## src/bba_pkg.sv

```systemverilog
// ----------------------------------------------------------------------------
// Bitmap block allocator package
// Shared types and codes for the allocator controller and datapath.
// ----------------------------------------------------------------------------
`default_nettype none

package bba_pkg;

    localparam logic ACT_ALLOC = 1'b0;
    localparam logic ACT_FREE  = 1'b1;

    localparam logic ST_DONE    = 1'b0;
    localparam logic ST_NO_ROOM = 1'b1;

    localparam int START_W   = 8;
    localparam int COUNT_W   = 8;
    localparam int MAX_START = 255;

    typedef enum logic [2:0] {
        S_CLEAR,
        S_IDLE,
        S_SCAN,
        S_MARK,
        S_FREE,
        S_POST
    } bba_state_t;

    typedef struct packed {
        logic load;
        logic clear_step;
        logic scan_step;
        logic mark_step;
        logic free_step;
        logic post;
    } bba_cmd_t;

    typedef struct packed {
        logic clear_last;
        logic scan_hit;
        logic scan_fail;
        logic range_done;
        logic out_free;
        logic item_free;
    } bba_stat_t;

endpackage

`default_nettype wire

```

## src/bba_if.sv

```systemverilog
// ----------------------------------------------------------------------------
// Bitmap block allocator channels
// Request and result channels with valid/ready handshake.
// ----------------------------------------------------------------------------
`default_nettype none

interface bba_in_if;
    logic                        valid;
    logic                        ready;
    logic                        action;
    logic [bba_pkg::START_W-1:0] start_block;
    logic [bba_pkg::COUNT_W-1:0] block_count;

    modport source (output valid, output action, output start_block, output block_count,
                    input ready);
    modport sink   (input valid, input action, input start_block, input block_count,
                    output ready);
endinterface

interface bba_out_if;
    logic                        valid;
    logic                        ready;
    logic                        status;
    logic [bba_pkg::START_W-1:0] granted_start;

    modport source (output valid, output status, output granted_start, input ready);
    modport sink   (input valid, input status, input granted_start, output ready);
endinterface

`default_nettype wire

```

## src/bba_datapath.sv

```systemverilog
// ----------------------------------------------------------------------------
// Bitmap block allocator datapath
// Occupancy memory, scan/fill index, run counter and result register.
// ----------------------------------------------------------------------------
`default_nettype none

module bba_datapath #(
    parameter int NUM_BLOCKS = 256
) (
    input  wire logic                        clk,
    input  wire logic                        rst_n,
    input  wire bba_pkg::bba_cmd_t           cmd,
    output bba_pkg::bba_stat_t               stat,
    input  wire logic                        action,
    input  wire logic [bba_pkg::START_W-1:0] start_block,
    input  wire logic [bba_pkg::COUNT_W-1:0] block_count,
    output logic                             out_valid,
    input  wire logic                        out_ready,
    output logic                             out_status,
    output logic [bba_pkg::START_W-1:0]      out_start
);

    localparam int AW = $clog2(NUM_BLOCKS);
    localparam int IW = (AW + 1 > 9) ? AW + 1 : 9;
    localparam logic [IW-1:0] NB      = IW'(NUM_BLOCKS);
    localparam logic [IW-1:0] NB_LAST = IW'(NUM_BLOCKS - 1);
    localparam logic [IW-1:0] MAXS    = IW'(bba_pkg::MAX_START);

    logic                        map_mem [NUM_BLOCKS];
    logic                        rdata_reg;

    logic [IW-1:0]               idx_reg, idx_next;
    logic [IW-1:0]               chk_idx_reg;
    logic                        chk_valid_reg, chk_valid_next;
    logic [bba_pkg::COUNT_W-1:0] run_reg, run_next;
    logic                        out_valid_reg, out_valid_next;

    logic [IW-1:0]               end_reg;
    logic [bba_pkg::COUNT_W-1:0] count_reg;
    logic                        res_status_reg;
    logic [bba_pkg::START_W-1:0] res_start_reg;
    logic                        out_status_reg;
    logic [bba_pkg::START_W-1:0] out_start_reg;

    logic                        in_range;
    logic [IW-1:0]               sum;
    logic [IW-1:0]               free_end;
    logic [bba_pkg::COUNT_W-1:0] run_inc;
    logic                        hit;
    logic [IW-1:0]               first;
    logic                        first_ok;
    logic                        range_done;
    logic                        we;
    logic                        wdata;

    assign in_range   = idx_reg < NB;
    assign sum        = IW'(start_block) + IW'(block_count);
    assign free_end   = (sum > NB) ? NB : sum;
    assign run_inc    = run_reg + 1'b1;
    assign hit        = chk_valid_reg && !rdata_reg && (count_reg != '0)
                        && (run_inc == count_reg);
    assign first      = chk_idx_reg + 1'b1 - IW'(count_reg);
    assign first_ok   = first <= MAXS;
    assign range_done = idx_reg >= end_reg;

    always_comb
    begin
        stat.clear_last = idx_reg == NB_LAST;
        stat.scan_hit   = hit && first_ok;
        stat.scan_fail  = (hit && !first_ok) || (!chk_valid_reg && !in_range);
        stat.range_done = range_done;
        stat.out_free   = !out_valid_reg || out_ready;
        stat.item_free  = action == bba_pkg::ACT_FREE;
    end

    always_comb
    begin
        we    = 1'b0;
        wdata = 1'b0;
        if (cmd.clear_step)
        begin
            we    = 1'b1;
            wdata = idx_reg == '0;
        end
        else if (cmd.mark_step && !range_done)
        begin
            we    = 1'b1;
            wdata = 1'b1;
        end
        else if (cmd.free_step && !range_done && idx_reg != '0)
        begin
            we    = 1'b1;
            wdata = 1'b0;
        end
    end

    always_ff @(posedge clk)
    begin
        if (we)
        begin
            map_mem[idx_reg[AW-1:0]] <= wdata;
        end
        if (cmd.scan_step && in_range)
        begin
            rdata_reg <= map_mem[idx_reg[AW-1:0]];
        end
    end

    always_comb
    begin
        idx_next       = idx_reg;
        chk_valid_next = chk_valid_reg;
        run_next       = run_reg;
        out_valid_next = out_valid_reg;

        if (cmd.load)
        begin
            idx_next       = (action == bba_pkg::ACT_FREE) ? IW'(start_block) : '0;
            chk_valid_next = 1'b0;
            run_next       = '0;
        end
        else if (cmd.clear_step)
        begin
            idx_next = (idx_reg == NB_LAST) ? '0 : idx_reg + 1'b1;
        end
        else if (cmd.scan_step)
        begin
            chk_valid_next = in_range;
            if (chk_valid_reg)
            begin
                run_next = rdata_reg ? '0 : run_inc;
            end
            if (hit && first_ok)
            begin
                idx_next = first;
            end
            else if (in_range)
            begin
                idx_next = idx_reg + 1'b1;
            end
        end
        else if ((cmd.mark_step || cmd.free_step) && !range_done)
        begin
            idx_next = idx_reg + 1'b1;
        end

        if (cmd.post)
        begin
            out_valid_next = 1'b1;
        end
        else if (out_ready)
        begin
            out_valid_next = 1'b0;
        end
    end

    always_ff @(posedge clk or negedge rst_n)
    begin
        if (!rst_n)
        begin
            idx_reg       <= '0;
            chk_valid_reg <= 1'b0;
            run_reg       <= '0;
            out_valid_reg <= 1'b0;
        end
        else
        begin
            idx_reg       <= idx_next;
            chk_valid_reg <= chk_valid_next;
            run_reg       <= run_next;
            out_valid_reg <= out_valid_next;
        end
    end

    always_ff @(posedge clk)
    begin
        if (cmd.load)
        begin
            count_reg      <= block_count;
            end_reg        <= free_end;
            res_status_reg <= (action == bba_pkg::ACT_FREE) ? bba_pkg::ST_DONE
                                                            : bba_pkg::ST_NO_ROOM;
            res_start_reg  <= '0;
        end
        else if (cmd.scan_step && hit && first_ok)
        begin
            end_reg        <= chk_idx_reg + 1'b1;
            res_status_reg <= bba_pkg::ST_DONE;
            res_start_reg  <= first[bba_pkg::START_W-1:0];
        end
        if (cmd.scan_step)
        begin
            chk_idx_reg <= idx_reg;
        end
        if (cmd.post)
        begin
            out_status_reg <= res_status_reg;
            out_start_reg  <= res_start_reg;
        end
    end

    assign out_valid  = out_valid_reg;
    assign out_status = out_status_reg;
    assign out_start  = out_start_reg;

endmodule

`default_nettype wire

```

## src/bba_ctrl.sv

```systemverilog
// ----------------------------------------------------------------------------
// Bitmap block allocator controller
// Sequences the clearing pass, scan, mark, free and result hand-off.
// ----------------------------------------------------------------------------
`default_nettype none

module bba_ctrl (
    input  wire logic               clk,
    input  wire logic               rst_n,
    input  wire logic               in_valid,
    output logic                    in_ready,
    input  wire bba_pkg::bba_stat_t stat,
    output bba_pkg::bba_cmd_t       cmd
);

    bba_pkg::bba_state_t state_reg, state_next;

    always_ff @(posedge clk or negedge rst_n)
    begin
        if (!rst_n)
        begin
            state_reg <= bba_pkg::S_CLEAR;
        end
        else
        begin
            state_reg <= state_next;
        end
    end

    always_comb
    begin
        state_next = state_reg;
        cmd        = '0;
        in_ready   = 1'b0;
        unique case (state_reg)
            bba_pkg::S_CLEAR:
            begin
                cmd.clear_step = 1'b1;
                if (stat.clear_last)
                begin
                    state_next = bba_pkg::S_IDLE;
                end
            end
            bba_pkg::S_IDLE:
            begin
                in_ready = 1'b1;
                if (in_valid)
                begin
                    cmd.load   = 1'b1;
                    state_next = stat.item_free ? bba_pkg::S_FREE : bba_pkg::S_SCAN;
                end
            end
            bba_pkg::S_SCAN:
            begin
                cmd.scan_step = 1'b1;
                if (stat.scan_hit)
                begin
                    state_next = bba_pkg::S_MARK;
                end
                else if (stat.scan_fail)
                begin
                    state_next = bba_pkg::S_POST;
                end
            end
            bba_pkg::S_MARK:
            begin
                cmd.mark_step = 1'b1;
                if (stat.range_done)
                begin
                    state_next = bba_pkg::S_POST;
                end
            end
            bba_pkg::S_FREE:
            begin
                cmd.free_step = 1'b1;
                if (stat.range_done)
                begin
                    state_next = bba_pkg::S_POST;
                end
            end
            bba_pkg::S_POST:
            begin
                if (stat.out_free)
                begin
                    cmd.post   = 1'b1;
                    state_next = bba_pkg::S_IDLE;
                end
            end
            default:
            begin
                state_next = bba_pkg::S_IDLE;
            end
        endcase
    end

endmodule

`default_nettype wire

```

## src/bitmap_block_allocator_core.sv

```systemverilog
// ----------------------------------------------------------------------------
// Bitmap block allocator core
// First-fit allocator over an occupancy bitmap of NUM_BLOCKS blocks.
//
//   Channel     Dir   Payload                          Handshake
//   item_in     in    action, start_block, block_count valid/ready
//   result_out  out   status, granted_start            valid/ready
//
// Allocate: scan one bitmap bit per cycle from block 0, then mark the
// block_count granted blocks, with a load step before and a post step after.
// Free: one bitmap write per cycle; block 0 is reserved and never freed.
// After reset a clearing pass over the bitmap runs before item_in.ready.
// A result waiting in the output register stalls only the post step.
// ----------------------------------------------------------------------------
`default_nettype none

module bitmap_block_allocator_core #(
    parameter int NUM_BLOCKS = 256
) (
    input  wire logic clk,
    input  wire logic rst_n,
    bba_in_if.sink    item_in,
    bba_out_if.source result_out
);

    bba_pkg::bba_cmd_t  cmd;
    bba_pkg::bba_stat_t stat;

    bba_ctrl u_ctrl (
        .clk      (clk),
        .rst_n    (rst_n),
        .in_valid (item_in.valid),
        .in_ready (item_in.ready),
        .stat     (stat),
        .cmd      (cmd)
    );

    bba_datapath #(
        .NUM_BLOCKS (NUM_BLOCKS)
    ) u_datapath (
        .clk         (clk),
        .rst_n       (rst_n),
        .cmd         (cmd),
        .stat        (stat),
        .action      (item_in.action),
        .start_block (item_in.start_block),
        .block_count (item_in.block_count),
        .out_valid   (result_out.valid),
        .out_ready   (result_out.ready),
        .out_status  (result_out.status),
        .out_start   (result_out.granted_start)
    );

endmodule

`default_nettype wire
```

## src/flat_wrapper.sv

```systemverilog
// flat-port wrapper written by rule: the top's interface ports become plain ports
module bitmap_block_allocator_core_flat 
#(
    parameter int NUM_BLOCKS = 256
)
  (clk, rst_n, item_in_valid, item_in_action, item_in_start_block, item_in_block_count, item_in_ready, result_out_valid, result_out_status, result_out_granted_start, result_out_ready);
  bba_in_if item_in_i ();
  bba_out_if result_out_i ();
  input  wire logic clk;
  input  wire logic rst_n;
  input wire logic [$bits(item_in_i.valid)-1:0] item_in_valid;
  input wire logic [$bits(item_in_i.action)-1:0] item_in_action;
  input wire logic [$bits(item_in_i.start_block)-1:0] item_in_start_block;
  input wire logic [$bits(item_in_i.block_count)-1:0] item_in_block_count;
  output wire logic [$bits(item_in_i.ready)-1:0] item_in_ready;
  output wire logic [$bits(result_out_i.valid)-1:0] result_out_valid;
  output wire logic [$bits(result_out_i.status)-1:0] result_out_status;
  output wire logic [$bits(result_out_i.granted_start)-1:0] result_out_granted_start;
  input wire logic [$bits(result_out_i.ready)-1:0] result_out_ready;
  assign item_in_i.valid = item_in_valid;
  assign item_in_i.action = item_in_action;
  assign item_in_i.start_block = item_in_start_block;
  assign item_in_i.block_count = item_in_block_count;
  assign item_in_ready = item_in_i.ready;
  assign result_out_valid = result_out_i.valid;
  assign result_out_status = result_out_i.status;
  assign result_out_granted_start = result_out_i.granted_start;
  assign result_out_i.ready = result_out_ready;
  bitmap_block_allocator_core #(.NUM_BLOCKS(NUM_BLOCKS)) u_core (.clk(clk), .rst_n(rst_n), .item_in(item_in_i), .result_out(result_out_i));
endmodule
```

## config.mk

```make
export PLATFORM = sky130hd
export DESIGN_NAME = bitmap_block_allocator_core_flat
export DESIGN_NICKNAME = d
export VERILOG_FILES = /design/src/bba_pkg.sv /design/src/bba_if.sv /design/src/bba_datapath.sv /design/src/bba_ctrl.sv /design/src/bitmap_block_allocator_core.sv /design/src/flat_wrapper.sv
export SDC_FILE = /design/constraint.sdc
export NUM_CORES = 1
export LEC_CHECK = 0
export ABC_AREA = 0
export BUFFER_PORTS_ARGS = -buffer_cell sky130_fd_sc_hd__buf_4
export CAP_MARGIN = 20
export CORE_MARGIN = 1
export CORE_UTILIZATION = 35
export DETAILED_ROUTE_END_ITERATION = 8
export GPL_TIMING_DRIVEN = 0
export PLACE_DENSITY_LB_ADDON = 0.05
export SYNTH_ARGS = -nofsm -noshare
export SYNTH_HDL_FRONTEND = slang
export SYNTH_HIERARCHICAL = 1
export SYNTH_SLANG_ARGS = --single-unit
export TNS_END_PERCENT = 5
```

## constraint.sdc

```tcl
create_clock -name clk -period 25.6 [get_ports clk]
set_input_delay 2.56 -clock clk [delete_from_list [all_inputs] [get_ports clk]]
set_output_delay 2.56 -clock clk [all_outputs]
set_load 0.03 [all_outputs]
```

=== Word-level counts from Yosys, hierarchy flattened ===
Memory sizes are Yosys's and may differ from the RTL's. A register that Yosys moved wholly into a read port is not among the register bits.
Cells that the tools add are included.

* Register bits: 66
* Bits in writable memories: 256
* Input bits: 21
* Output and inout port bits: 11
* Memories: 1

* Add/subtract/negate cells: 5
* $lt $le $gt $ge: 4
* Equal/unequal tests: 14
* Multiplexer cells: 48
* Reductions and logical operators: 36

{| class="wikitable"
|+ Memory list
! memory !! words !! width !! rd ports !! clocked after Yosys merged registers in !! wr ports !! RTL line !! RTL
|-
| u_core.u_datapath.map_mem || 256 || 1 || 1 || 1 || 1 || bba_datapath.sv:29 || <nowiki>logic map_mem [NUM_BLOCKS];</nowiki>
|}

{| class="wikitable"
|+ Operators by type and width
! cell !! number
|-
| $mux 9 || 10
|-
| $mux 8 || 6
|-
| $mux 1 || 24
|-
| $mux 3 || 7
|-
| $add 9x1->9 const B || 2
|-
| $pmux 3 s5 || 1
|-
| $logic_and 1x1->1 || 13
|-
| $add 8x8->9 || 1
|-
| $eq 9x8->1 const B || 1
|-
| $ge 9x9->1 || 1
|-
| $gt 9x9->1 const B || 1
|-
| $le 9x8->1 const B || 1
|-
| $logic_not 9->1 || 1
|-
| $lt 9x9->1 const B || 1
|-
| $reduce_bool 9->1 || 1
|-
| $sub 9x8->9 || 1
|-
| $add 8x1->8 const B || 1
|-
| $eq 8x8->1 || 1
|-
| $ne 2x1->1 const B || 4
|-
| $reduce_bool 2->1 || 4
|-
| $reduce_bool 8->1 || 1
|-
| $eq 3x2->1 const B || 2
|-
| $eq 3x3->1 const B || 2
|-
| $logic_not 1->1 || 6
|-
| other kinds (11) || 14
|}

=== Depth between registers and ports, before layout ===
* Depth in word-level cells: 9
* Depth in mapped cells: 14
* Depth with buffers taken out: 13

=== Hierarchy ===
Netlist, hierarchy kept.

{| class="wikitable"
|+ By module, submodules not included
! module !! times used !! cells each !! area each (µm²)
|-
| bba_datapath || 1 || 1154 || 15353.5
|-
| bba_ctrl || 1 || 31 || 251.5
|}

=== Worst setup path before layout ===
Ideal clock, no wire load.

* Path kind: reg-to-reg
* Start point: reg u_core.u_datapath.idx_reg[0]
* End point: mem u_core.u_datapath.map_mem[0] (data pin)
* Arrival time: 8.941 ns
* Slack: 15.073 ns
* Cell stages (with the launch flop): 10
* Buffers on the path: 2
* Cells stage by stage: dfrtp_1 clkbuf_1 clkbuf_1 inv_1 ha_1 nand2b_1 a21o_1 a21o_1 a21o_1 o22ai_1

* Longest elaborated chain between the ends: 5
* Elaborated cells on any way between the ends: 6

{| class="wikitable"
|+ RTL lines
! element !! RTL line !! RTL
|-
| start, declared || bba_datapath.sv:32 || <nowiki>logic [IW-1:0] idx_reg, idx_next;</nowiki>
|-
| start signal, assigned || bba_datapath.sv:168 || <nowiki>idx_reg <= idx_next;</nowiki>
|-
| $ge 9x9->1 || bba_datapath.sv:64 || <nowiki>assign range_done = idx_reg >= end_reg;</nowiki>
|-
| named net u_core.u_datapath.range_done || bba_datapath.sv:52 || <nowiki>logic range_done;</nowiki>
|-
| $logic_not 1->1 || bba_datapath.sv:85 || <nowiki>else if (cmd.mark_step && !range_done)</nowiki>
|-
| $logic_and 1x1->1 || bba_datapath.sv:85 ||
|-
| $mux 1 || bba_datapath.sv:85 ||
|-
| $mux 1 || bba_datapath.sv:80 || <nowiki>if (cmd.clear_step)</nowiki>
|-
| named net u_core.u_datapath.wdata || bba_datapath.sv:54 || <nowiki>logic wdata;</nowiki>
|-
| end, declared || bba_datapath.sv:29 ||
|}

The timed path passes the listed nets, and every way through them passes these cells.

=== Final worst setup path ===
* Start point: reg u_core.u_datapath.idx_reg[1]
* End point: mem u_core.u_datapath.map_mem[123] (enable)

* Longest elaborated chain between the ends: 9
* Elaborated cells on any way between the ends: 11

{| class="wikitable"
|+ RTL lines
! element !! RTL line !! RTL
|-
| $ge 9x9->1 || bba_datapath.sv:64 ||
|-
| $logic_not 1->1 || bba_datapath.sv:85, bba_datapath.sv:90 ||
|-
| $logic_and 1x1->1 (2 in a row) || bba_datapath.sv:90 || <nowiki>else if (cmd.free_step && !range_done && idx_reg != '0)</nowiki>
|-
| $mux 1 || bba_datapath.sv:90 ||
|-
| $mux 1 || bba_datapath.sv:85 ||
|-
| $mux 1 || bba_datapath.sv:80 ||
|-
| $mux 1 || bba_datapath.sv:99 || <nowiki>if (we)</nowiki>
|-
| $mux 1 (implied by the code) || bba_datapath.sv:101 || <nowiki>map_mem[idx_reg[AW-1:0]] <= wdata;</nowiki>
|}

Parallel ways exist; a longest one is shown, timed or not.

==> results.tsv <==
metric	value	unit
outcome	finished, final reports clean	
Clock transition at path regs	60	ps
RSZ-0062 raised after global routing	false	
Synth Net Count	1241	
Starting Density	35.83	%
crit-path max FO	10	
total number of vias	10120	
Inserted Diodes	0	
clk_lat worst skew	560	ps
IO Port Bufs	31	
Num Clock Sinks	323	
fin cells	1879	
Residual DRC	0	
Hold-fix buffers, CTS	0	
slowest library cell on the worst path	buf_1	
crit path launch	u_core/u_datapath/idx_reg[1]	
die extent in y	213.2	microns
CTS resizes	0	
DR pass1 iterations	5	
Comb power frac	36.9	%
Mapped Area	15600	sq um
Reg2Reg Setup Slack	20180	ps
sw frac	36.53	%
CP Launch Type	register	
H-tree depth	2	
slew margin rel.	27.87	%
Area Growth Syn to Fin	16.27	%
Internal	1.258	mW
Fin Hold WS	427.6	ps
Worst Max-Slew Pin Slew	1082	ps
Site Rows	76	
Leak Pwr	5.991	nW
Fin. Hold Viols	0	
Initial DRC Count	833	
Final WS setup	20180	ps
placed cells	1810	
clock share of power	29.9	%
number of global-route vias before repair	10110	
final WL	46040	microns
CP Depth	12	
Syn Area/Cell	13.17	sq um
Die ar.	45440	sq um
Num CTS Buffers	40	
Clock Skew	18.97	ps
Post-Route Utilization	41.66	%
vias per inst	5.385	
Setup Fix Bufs, Post-CTS	0	
Max-Cap Viols	0	
final number of max-transition violations	0	
final net count	1324	
CP Capture Type	register	
FF-to-FF End	u_core/u_datapath/map_mem[123]	
gpl congestion	0.8324	
Tmin final	5417	ps
CTS tree	yes	
drt wl/cell	24.50	microns
Synth Instances	1185	
FFs w/ async S/R, synth	6.811	%
largest stage delay on the critical path	820	ps
period utilisation layout	21.16	%
Longest Clk Path Bufs	3	
Peak VDD IR	0.00005323	V
synth unique cells	77	
fmax	184.6	MHz
Largest register FFs	256	
global-route wire length before repair	67670	microns
layout cell share with drive strength beyond 1	17.16	%
cell mode on critical path	buf_1	
HPWL after detailed placement	30620	microns
CTS Root Cell	clkbuf_16	
required time of the critical path	25860	ps
Yosys reg bits	323	
Die W	213.2	microns
total grt overflow	0	
crit path buf inv count	5	
largest net degree at the start of global routing	44	
Worst Path Arrival	5670	ps
sw power	724.4	uW
antenna violations before repair	0	
CP Class	reg2reg	
Routed Antenna Nets	0	
PwrDens	109.3	nW/um^2
sequential area share after synthesis	60.94	%
number of synthesis warnings	6	
Sum Neg Setup Slack	0	ps
Place WS	20230	ps
FF-to-FF Start	u_core/u_datapath/idx_reg[1]	
Seq pwr share	33.1	%
Post-synth EDFFs	293	
crit path to	u_core/u_datapath/map_mem[123]	
total core area	43550	sq um
gr usage total	20.91	%
R2R cell count	12	
Min-Delay Path Class	reg2reg	
Setup Viol. Count Final	0	
dominant synthesized flop cell	edfxtp_1	
IO Count	32	
critical path's top delay family	buffers and inverters	
crit-path cells	buf_1 > buf_1 > inv_1 > ha_1 > nand2_1 > nand4b_1 > a21oi_1 > o21ai_2 > buf_2 > nand3_1 > clkbuf_1 > nor2_1	
## synthesized netlist by cell type, types with 3 or more instances
master,instances,area [sq um]
a211oi_1,8,60.06
a21boi_0,3,22.52
a21o_1,12,90.09
a21oi_1,20,100.1
a22oi_1,13,97.59
a31oi_1,10,62.56
a32oi_1,3,26.28
and2_1,8,50.05
and3_1,8,50.05
and3_2,3,22.52
and4_1,3,26.28
buf_1,8,30.03
buf_2,13,65.06
clkbuf_1,56,210.2
dfrtp_1,22,550.5
dfxtp_1,8,160.2
edfxtp_1,293,8798
ha_1,33,412.9
inv_1,31,116.4
mux2i_1,6,60.06
mux4_2,80,1802
nand2_1,52,195.2
nand2b_1,4,25.02
nand3_1,35,175.2
nor2_1,295,1107
nor2b_1,15,93.84
nor3_1,13,65.06
nor4_1,3,18.77
nor4_4,3,63.81
o211ai_1,3,22.52
o21a_1,4,30.03
o21ai_0,22,110.1
o22ai_1,4,25.02
o31ai_1,5,37.54
or3_1,5,31.28
xnor2_1,18,157.7
xor2_1,11,96.34
## worst min-delay path by stage
| stage | from | to | slack, ps | cells after the start |
|---|---|---|---|---|
| after floorplan | u_core/u_datapath/res_start_reg[3] | u_core/u_datapath/out_start[3] | 400 | 0 |
| final | u_core/u_datapath/res_start_reg[3] | u_core/u_datapath/out_start[3] | 430 | 0 |
| after global placement | u_core/u_datapath/res_start_reg[0] | u_core/u_datapath/out_start[0] | 410 | 0 |
| after CTS | u_core/u_datapath/res_start_reg[3] | u_core/u_datapath/out_start[3] | 430 | 0 |
| after detailed placement | u_core/u_datapath/res_start_reg[3] | u_core/u_datapath/out_start[3] | 410 | 0 |
| after global routing | u_core/u_datapath/res_start_reg[3] | u_core/u_datapath/out_start[3] | 440 | 0 |
## layout make-up
| class | instances | area (sq um) |
|---|---|---|
| Timing Repair Buffer | 41 | 432.9 |
| Multi-Input combinational cell | 749 | 5654 |
| Sequential cell | 323 | 9509 |
| Clock inverter | 16 | 251.5 |
| Fill cell | 4167 | 25410 |
| Clock buffer | 52 | 1109 |
| Tap cell | 585 | 732.0 |
| Inverter | 33 | 123.9 |
| Buffer | 80 | 331.6 |
## per-stage QoR
stage,total power [mW],instance area [sq um]
after floorplan,1.126,15610
after global placement,1.409,16570
after detailed placement,1.403,16770
after CTS,2.004,18130
after global routing,2.071,18140
final,1.983,18140
## power by group through the flow
stage	registers, mW	logic [mW]	clock network (mW)
after global placement	0.689	0.720	0
after global routing	0.661	0.785	0.625
after floorplan	0.675	0.452	0
after CTS	0.658	0.738	0.609
after detailed placement	0.669	0.735	0
final	0.657	0.733	0.593
## layer usage
metal | GRT usage, % | vias up | wire [microns]
met5 | 0 | - | 0
met4 | 5.862 | 0 | 913
met3 | 3.868 | 56 | 2475
met2 | 36.12 | 251 | 23100
met1 | 26.73 | 5249 | 19550
li1 | - | 4563 | -
## cell families after synthesis
kind of cell	Yosys count	synth area share, %
buf+inv	113	2.918
flops	323	60.94
compound gates	134	6.270
fa+ha+maj	35	2.903
xor+xnor	30	1.732
simple gates	461	13.07
mux	89	12.17
## cell usage in the layout (no fill, tap or decap), types with 8 or more instances in the layout
cell type	instances
dfxtp_1	8
buf_2	13
buf_4	33
a211oi_1	8
a31oi_1	10
a21oi_1	20
nor2_1	295
mux4_2	80
a22oi_1	13
dfrtp_1	22
a21o_1	12
o21ai_0	22
nor2b_1	15
buf_1	8
and2_1	8
clkbuf_16	42
and3_1	8
edfxtp_1	293
inv_1	31
xnor2_1	18
xor2_1	11
nand3_1	35
nor3_1	13
ha_1	33
clkbuf_1	64
nand2_1	52
Power figures use the tool's default switching activity.
